**src/rtl/core/aatrm_pkg.sv**
```systemverilog
`default_nettype none
package aatrm_pkg;

  // angle constants, degrees in Q10.6
  localparam int FULL_TURN_LSB = 23040;
  localparam int HALF_TURN_LSB = 11520;
  // pi / 23040 in Q40, and the inverse CORDIC gain in Q30
  localparam logic [27:0] HALF_RAD_Q40 = 28'd149922641;
  localparam logic signed [63:0] GAIN_Q30 = 64'sd652032874;

  localparam int IN_W  = 64;
  localparam int OUT_W = 120;
  localparam int ENT_W = 18;

  typedef logic signed [15:0] q15_t;
  typedef logic signed [ENT_W-1:0] ent_t;

  // arctangent of 2^-i in Q30
  localparam logic signed [63:0] ATAN_Q30 [11] = '{
    64'sd843314857, 64'sd497837829, 64'sd263043837, 64'sd133525159,
    64'sd67021687, 64'sd33543516, 64'sd16775851, 64'sd8388437,
    64'sd4194283, 64'sd2097149, 64'sd1048576
  };

  // arithmetic shift right with round half up
  function automatic logic signed [63:0] rnd(input logic signed [63:0] v, input int s);
    logic signed [63:0] bias;
    bias = 64'sd1 <<< ((s > 0) ? (s - 1) : 0);
    if (s == 0) begin
      rnd = v;
    end else begin
      rnd = (v + bias) >>> s;
    end
  endfunction

  function automatic logic signed [63:0] atan_fix(input int i, input int drop);
    logic signed [63:0] a;
    if (i <= 10) begin
      a = ATAN_Q30[i];
    end else if (i <= 30) begin
      a = 64'sd1 <<< (30 - i);
    end else begin
      a = 64'sd0;
    end
    atan_fix = rnd(a, drop);
  endfunction

  function automatic q15_t sat16(input logic signed [63:0] v);
    if (v > 64'sd32767) begin
      sat16 = 16'sh7fff;
    end else if (v < -64'sd32768) begin
      sat16 = 16'sh8000;
    end else begin
      sat16 = v[15:0];
    end
  endfunction

  // Q30 matrix term to saturated Q3.15
  function automatic ent_t ent(input logic signed [34:0] v);
    logic signed [34:0] t;
    t = (v + 35'sd16384) >>> 15;
    if (t > 35'sd131071) begin
      ent = 18'sh1ffff;
    end else if (t < -35'sd131072) begin
      ent = 18'sh20000;
    end else begin
      ent = t[ENT_W-1:0];
    end
  endfunction

endpackage
`default_nettype wire

```
**src/rtl/core/aatrm_cordic.sv**
```systemverilog
`default_nettype none
module aatrm_cordic
  import aatrm_pkg::*;
#(
  parameter int STEPS = 16,
  parameter int FB    = 15,
  parameter int TAG_W = 49
) (
  input  wire logic                clk,
  input  wire logic                rst_n,
  input  wire logic                in_valid,
  output logic                     in_ready,
  input  wire logic signed [FB+2:0] in_z,
  input  wire logic [TAG_W-1:0]    in_tag,
  output logic                     out_valid,
  input  wire logic                out_ready,
  output logic signed [FB+2:0]     out_x,
  output logic signed [FB+2:0]     out_y,
  output logic [TAG_W-1:0]         out_tag
);

  localparam int W    = FB + 3;
  localparam int DROP = 30 - FB;
  localparam logic signed [63:0] GAIN_FIX = rnd(GAIN_Q30, DROP);

  logic signed [W-1:0] x_r [STEPS+1];
  logic signed [W-1:0] y_r [STEPS+1];
  logic signed [W-1:0] z_r [STEPS+1];
  logic [TAG_W-1:0]    tag_r [STEPS+1];
  logic [STEPS:0]      vld_r;
  logic [STEPS+1:0]    rdy;

  // per-stage ready, bubbles collapse
  always_comb begin
    rdy[STEPS+1] = out_ready;
    for (int k = STEPS; k >= 0; k--) begin
      rdy[k] = !vld_r[k] || rdy[k+1];
    end
  end

  assign in_ready  = rdy[0];
  assign out_valid = vld_r[STEPS];
  assign out_x     = x_r[STEPS];
  assign out_y     = y_r[STEPS];
  assign out_tag   = tag_r[STEPS];

  // entry stage: load angle and gain
  always_ff @(posedge clk) begin
    if (!rst_n) begin
      vld_r[0] <= 1'b0;
    end else if (rdy[0]) begin
      vld_r[0] <= in_valid;
    end
    if (rdy[0]) begin
      x_r[0]   <= GAIN_FIX[W-1:0];
      y_r[0]   <= '0;
      z_r[0]   <= in_z;
      tag_r[0] <= in_tag;
    end
  end

  // one micro-rotation per stage
  for (genvar i = 0; i < STEPS; i++) begin : g_step
    localparam logic signed [63:0] ATAN_I = atan_fix(i, DROP);
    logic signed [W-1:0] dx, dy;
    assign dx = y_r[i] >>> i;
    assign dy = x_r[i] >>> i;

    always_ff @(posedge clk) begin
      if (!rst_n) begin
        vld_r[i+1] <= 1'b0;
      end else if (rdy[i+1]) begin
        vld_r[i+1] <= vld_r[i];
      end
      if (rdy[i+1]) begin
        tag_r[i+1] <= tag_r[i];
        if (!z_r[i][W-1]) begin
          x_r[i+1] <= x_r[i] - dx;
          y_r[i+1] <= y_r[i] + dy;
          z_r[i+1] <= z_r[i] - ATAN_I[W-1:0];
        end else begin
          x_r[i+1] <= x_r[i] + dx;
          y_r[i+1] <= y_r[i] - dy;
          z_r[i+1] <= z_r[i] + ATAN_I[W-1:0];
        end
      end
    end
  end

endmodule
`default_nettype wire

```
**config.mk**
```make
export PLATFORM = sky130hd
export DESIGN_NAME = aatrm_cordic
export DESIGN_NICKNAME = d
export VERILOG_FILES = /design/src/rtl/core/aatrm_pkg.sv /design/src/rtl/core/aatrm_cordic.sv
export SDC_FILE = /design/constraint.sdc
export NUM_CORES = 2
export LEC_CHECK = 0
export BUFFER_PORTS_ARGS = -buffer_cell sky130_fd_sc_hd__buf_2
export CORE_MARGIN = 2
export CORE_UTILIZATION = 50
export CTS_BUF_LIST = sky130_fd_sc_hd__clkbuf_16
export DETAILED_ROUTE_END_ITERATION = 16
export PLACE_DENSITY = 0.68
export SYNTH_ARGS = -nofsm -noshare
export SYNTH_HDL_FRONTEND = slang
export SYNTH_SLANG_ARGS = --single-unit
export TNS_END_PERCENT = 1
```
**constraint.sdc**
```tcl
create_clock -name clk -period 6.6 [get_ports clk]
set_clock_uncertainty 0.15 [all_clocks]
set_input_delay 0.66 -clock clk [delete_from_list [all_inputs] [get_ports clk]]
set_output_delay 0.66 -clock clk [all_outputs]
set_load 0.02 [all_outputs]
```
# Yosys cells after proc, flatten, opt, wreduce, memory -nomap -nowiden

Memories as Yosys holds them, arrays and structs flattened.
Cells that the tools add are included.

Mux-type cells: 178
Add/sub/neg operators: 95
Bitwise gates (word level): 48
Reduce and logical (&&, ||, !) cells: 34

Operators by type and width:

| kind                                                 | number |
|---|---|
| 2-to-1 mux 18 bit                                    | 48 |
| 2-to-1 mux 1 bit                                     | 130 |
| OR 1 bit                                             | 48 |
| adder 18 x 10 -> 18 bit                              | 2 |
| adder 18 x 11 -> 18 bit                              | 2 |
| adder 18 x 11 -> 18 bit (second input constant)      | 2 |
| adder 18 x 12 -> 18 bit                              | 2 |
| adder 18 x 13 -> 18 bit                              | 2 |
| adder 18 x 14 -> 18 bit                              | 2 |
| adder 18 x 15 -> 18 bit                              | 2 |
| adder 18 x 16 -> 18 bit                              | 2 |
| adder 18 x 17 -> 18 bit                              | 2 |
| adder 18 x 3 -> 18 bit                               | 2 |
| adder 18 x 4 -> 18 bit                               | 2 |
| adder 18 x 5 -> 18 bit                               | 2 |
| adder 18 x 6 -> 18 bit                               | 2 |
| adder 18 x 7 -> 18 bit                               | 2 |
| adder 18 x 8 -> 18 bit                               | 2 |
| adder 18 x 9 -> 18 bit                               | 2 |
| subtractor 18 x 10 -> 18 bit                         | 2 |
| subtractor 18 x 11 -> 18 bit                         | 2 |
| subtractor 18 x 11 -> 18 bit (second input constant) | 2 |
| subtractor 18 x 12 -> 18 bit                         | 2 |
| subtractor 18 x 13 -> 18 bit                         | 2 |
| other kinds (43)                                     | 87 |

Register bits: 17
Bits of input ports: 71
Logic and storage cells: 376
Output and inout port bits: 87
Memories kept: 4
RAM bits: 1751

Memories:

| memory | words | width | rd ports | clocked after memory_dff | wr ports | line               | source |
|---|---|---|---|---|---|---|---|
| tag_r  | 17    | 49    | 17       | 0                        | 17       | aatrm_cordic.sv:29 | `logic [TAG_W-1:0] tag_r [STEPS+1];` |
| x_r    | 17    | 18    | 17       | 0                        | 17       | aatrm_cordic.sv:26 | `logic signed [W-1:0] x_r [STEPS+1];` |
| y_r    | 17    | 18    | 17       | 0                        | 17       | aatrm_cordic.sv:27 | `logic signed [W-1:0] y_r [STEPS+1];` |
| z_r    | 17    | 18    | 16       | 0                        | 17       | aatrm_cordic.sv:28 | `logic signed [W-1:0] z_r [STEPS+1];` |

# Depth between registers and ports, before layout

Depth in word-level cells: 20
Gate-level depth with buffers: 22
Gate-level depth less buffers: 20

# Worst setup path before layout

No wires, ideal clock.

Kind: input to register
Start point: in out_ready
End point: mem x_r[7][16] (netlist bit) (data pin)
Setup time: 0.258 ns
Setup slack: -0.679 ns
Stages on the path: 19
Path buffers: 2
Arrival time: 6.872 ns
Data required time: 6.192 ns
Cell sequence: and4b_1 nand2_2 nor2_4 nand3_1 and2_1 inv_1 buf_2 buf_1 o21ai_0 fa_1 a21o_1 a21oi_1 o21a_1 nor2_1 a31o_2 o41ai_1 o2111ai_1 a21oi_1 xnor2_1

RTL lines:

| element            | line               | source |
|---|---|---|
| start: declaration | aatrm_cordic.sv:16 | `input wire logic out_ready,` |
| end: declaration   | aatrm_cordic.sv:26 |  |

==> flow_metrics.tcl <==
set metrics [dict create \
    ctsHtreeMaxLevel 4 \
    r2r.worst_path.cells 20 \
    finalWirelength_mm 167 \
    placed_cells 8977 \
    clk_pin_slew_ns 0.06 \
    final_common_cell "edfxtp_1" \
    synthTopCellsByArea "edfxtp_1 (58%), ha_1 (11%), xnor2_1 (5.9%)" \
    area_of_the_mapped_netlist_mm2 0.0844 \
    count_of_buffers_added_by_post_cts_timing_repair_for_setup 0 \
    detailroute.via_count 51000 \
    final-instance-count-excl-fill 9354 \
    ys_seq_elements 1643 \
    asyncSetResetFlopFracSynth_pct 0 \
    synthCells 6633 \
    synth-warning-count 0 \
    post-dp-hpwl_mm 124 \
    timing_max_transition_violations_final 0 \
    critPathKind "reg2reg" \
    vias_per_cell 5.46 \
    die_area_mm2 0.172 \
    drt_iter0_drc 3268 \
    drcViolationCount 0 \
    die_w_um 415 \
    timing.slew.headroom_pct 23.4 \
    min_period_over_period_pct 80.5 \
    start_kind "flop" \
    worstMarginPinSlew_ns 1.15 \
    port_buffers 157 \
    start_util_pct 50.4 \
    worstHoldPathType "in2reg" \
    period_minus_slack_ns 5.31 \
    crit_fanout 50 \
    min-delay-start "rst_n" \
    drt_first_pass_iters 6 \
    synth_largest_type_area_fraction_pct 57.9 \
    die_height_um 415 \
    cts_buffers 168 \
    synth-seq-area-share_pct 58.3 \
    worstSkewPairLatency_ns 0.80 \
    global_route_usage_over_all_layers_pct 19.4 \
    hold_end "vld_r[1]$_SDFFE_PN0N_" \
    finalHoldViolations 0 \
    post_synthesis_area_per_instance_um2 12.7 \
    final_nets 7837 \
    timing.max_cap.violations 0 \
    num_io_pins 158 \
    root_buffer "clkbuf_16" \
    critical_path_endpoint_category "flop" \
    final.setup.tns_ns 0 \
    drive_above_1_share_pct 8.06 \
    routed_wire_length_per_instance_um 17.8 \
    clkSinkCount 1643 \
    setup_viol 0 \
    weighted_congestion_at_the_end_of_routability_driven_global_placement 0.893 \
    yosysUniqueCellTypes 92 \
    post-synth-top-area-cell "edfxtp_1" \
    cts_tree "built" \
    synth-edff-count 1626 \
    global_route.overflow_total 0 \
    row_count 150 \
    hold_depth 2 \
    synth_flop_cell "edfxtp_1" \
    layout_common_cells "edfxtp_1 (1,626), ha_1 (713), xnor2_1 (568)" \
    setup_repair_after_global_routing_missed_its_margin "no" \
    regToRegEndpoint "z_r[2][17]$_DFFE_PP_" \
    synth_nets 7459 \
    clk_path_buf_depth 3 \
    drtAntennaViolNets 0 \
    grt_start_max_net_pins 68 \
    fmax_mhz 188 \
    beginning_of_the_worst_register_to_register_path "vld_r[12]$_SDFFE_PN0P_" \
    syn2layout_area_growth_pct 11.8 \
    outcome "complete, no violations" \
    rrSetupSlack_ns 1.29 \
    layout.filler_cells 13400 \
    first_pass_grt_wire_length_mm 268 \
    critical_path_required_ns 7.01 \
    core-area_mm2 0.167 \
    first_global_vias 50400 \
    worst_path_arrival_ns 5.72 \
    number_of_antenna_violations_at_the_first_check_in_global_routing 1 \
]
cell type report:
type | count | area [um2] | share of cell area (%)
antenna | 1 | 2.50 | 0.00265
clock buffer | 169 | 4230 | 4.48
clock inverter | 139 | 1370 | 1.45
inverter | 316 | 1190 | 1.26
multi-input combinational | 4604 | 33700 | 35.8
sequential | 1643 | 49200 | 52.1
tap | 2204 | 2760 | 2.92
timing repair buffer | 278 | 1860 | 1.98
routing by layer:
layer / share of wire [%] / track usage (%) / wire [um]
met1: 44 / 25.1 / 73800
met2: 49 / 33.6 / 81900
met3: 3.7 / 2.57 / 6200
met4: 2.9 / 6.23 / 4810
met5: 0 / 0 / 0
worst max-delay path by stage:
stage | startpoint | endpoint | slack, ns | depth (start not counted)
final | vld_r[12]$_SDFFE_PN0P_ | z_r[2][17]$_DFFE_PP_ | 1.29 | 20
after detailed placement | out_ready | x_r[11][16]$_DFFE_PP_ | 0.73 | 18
after global placement | out_ready | x_r[11][16]$_DFFE_PP_ | 0.86 | 18
after floorplan | out_ready | z_r[2][17]$_DFFE_PP_ | -0.50 | 17
after global routing | out_valid$_SDFFE_PN0P_ | x_r[11][16]$_DFFE_PP_ | 0.94 | 17
after CTS | out_valid$_SDFFE_PN0P_ | x_r[11][16]$_DFFE_PP_ | 1.32 | 17
what timing repair did:
item                      CTS  global route
hold endpoints to repair   68             0
resized for setup           0             0
hold buffers               68             0
stage by stage:
step                cell area, um2  hold slack (ns)  setup slack [ns]  utilization [%]
finish                       94300            0.149              1.29             56.3
floorplan                    84400            0.250            -0.498                -
CTS                          94300           0.0840              1.32             56.3
global placement             88000            0.250             0.855             52.6
detailed placement           88000            0.255             0.734             52.6
global route                 94300            0.121             0.940             56.3
sequential cells by signal, summed over array words and instances, names as in the netlist:
name and flops:
z_r 261, out_valid 1, y_r 271, x_r 261, tag_r 833, vld_r 16
kinds of logic (layout without fill, tap and decap cells):
logic type      after synthesis  in the layout  synth area share, %
buf+inv                     386            902                 1.75
mux                          24             24                0.289
simple gates               1564           1564                 8.75
compound gates             1463           1463                 11.1
fa+ha+maj                   757            757                 11.6
flops                      1643           1643                 58.3
xor+xnor                    795            795                 8.25
other cells                   1              2              0.00445
synth_stat cells, types with 14 or more instances:
library cell,count
a211oi_1,41
a21boi_0,24
a21o_1,123
a21oi_1,484
a311oi_1,14
a31o_2,29
a31oi_1,42
and2_1,35
and3_1,25
clkbuf_1,45
dfxtp_1,17
edfxtp_1,1626
fa_1,42
ha_1,713
inv_1,308
mux2i_1,21
nand2_1,356
nand2b_1,63
nand3_1,128
nor2_1,498
nor2b_1,97
nor3_1,175
nor4_1,31
o2111ai_1,20
o211ai_1,16
o21a_1,109
o21ai_0,284
o21bai_1,76
o31a_1,17
o31ai_1,65
o41ai_1,30
or2_2,29
or3_1,58
xnor2_1,568
xor2_1,227
critical path, cell delays in order (launching register included):
cell and delay (ns):
dfxtp_1 0.37, and4b_1 0.25, buf_4 0.16, nand2_2 0.08, nor2_4 0.10, inv_2 0.08, buf_4 0.30, nor3_1 0.56
buf_4 0.25, nand2_2 0.06, nand2_1 0.45, inv_1 0.24, ha_1 0.28, or3_1 0.45, nor3_1 0.22, o31a_1 0.19
o31ai_1 0.10, o41ai_1 0.41, o21bai_1 0.11, a21oi_1 0.18, xor2_1 0.08
Power is left out: the tool's default activity adds up to more than one toggle a clock period on the data nets, which glitch-free logic cannot reach.
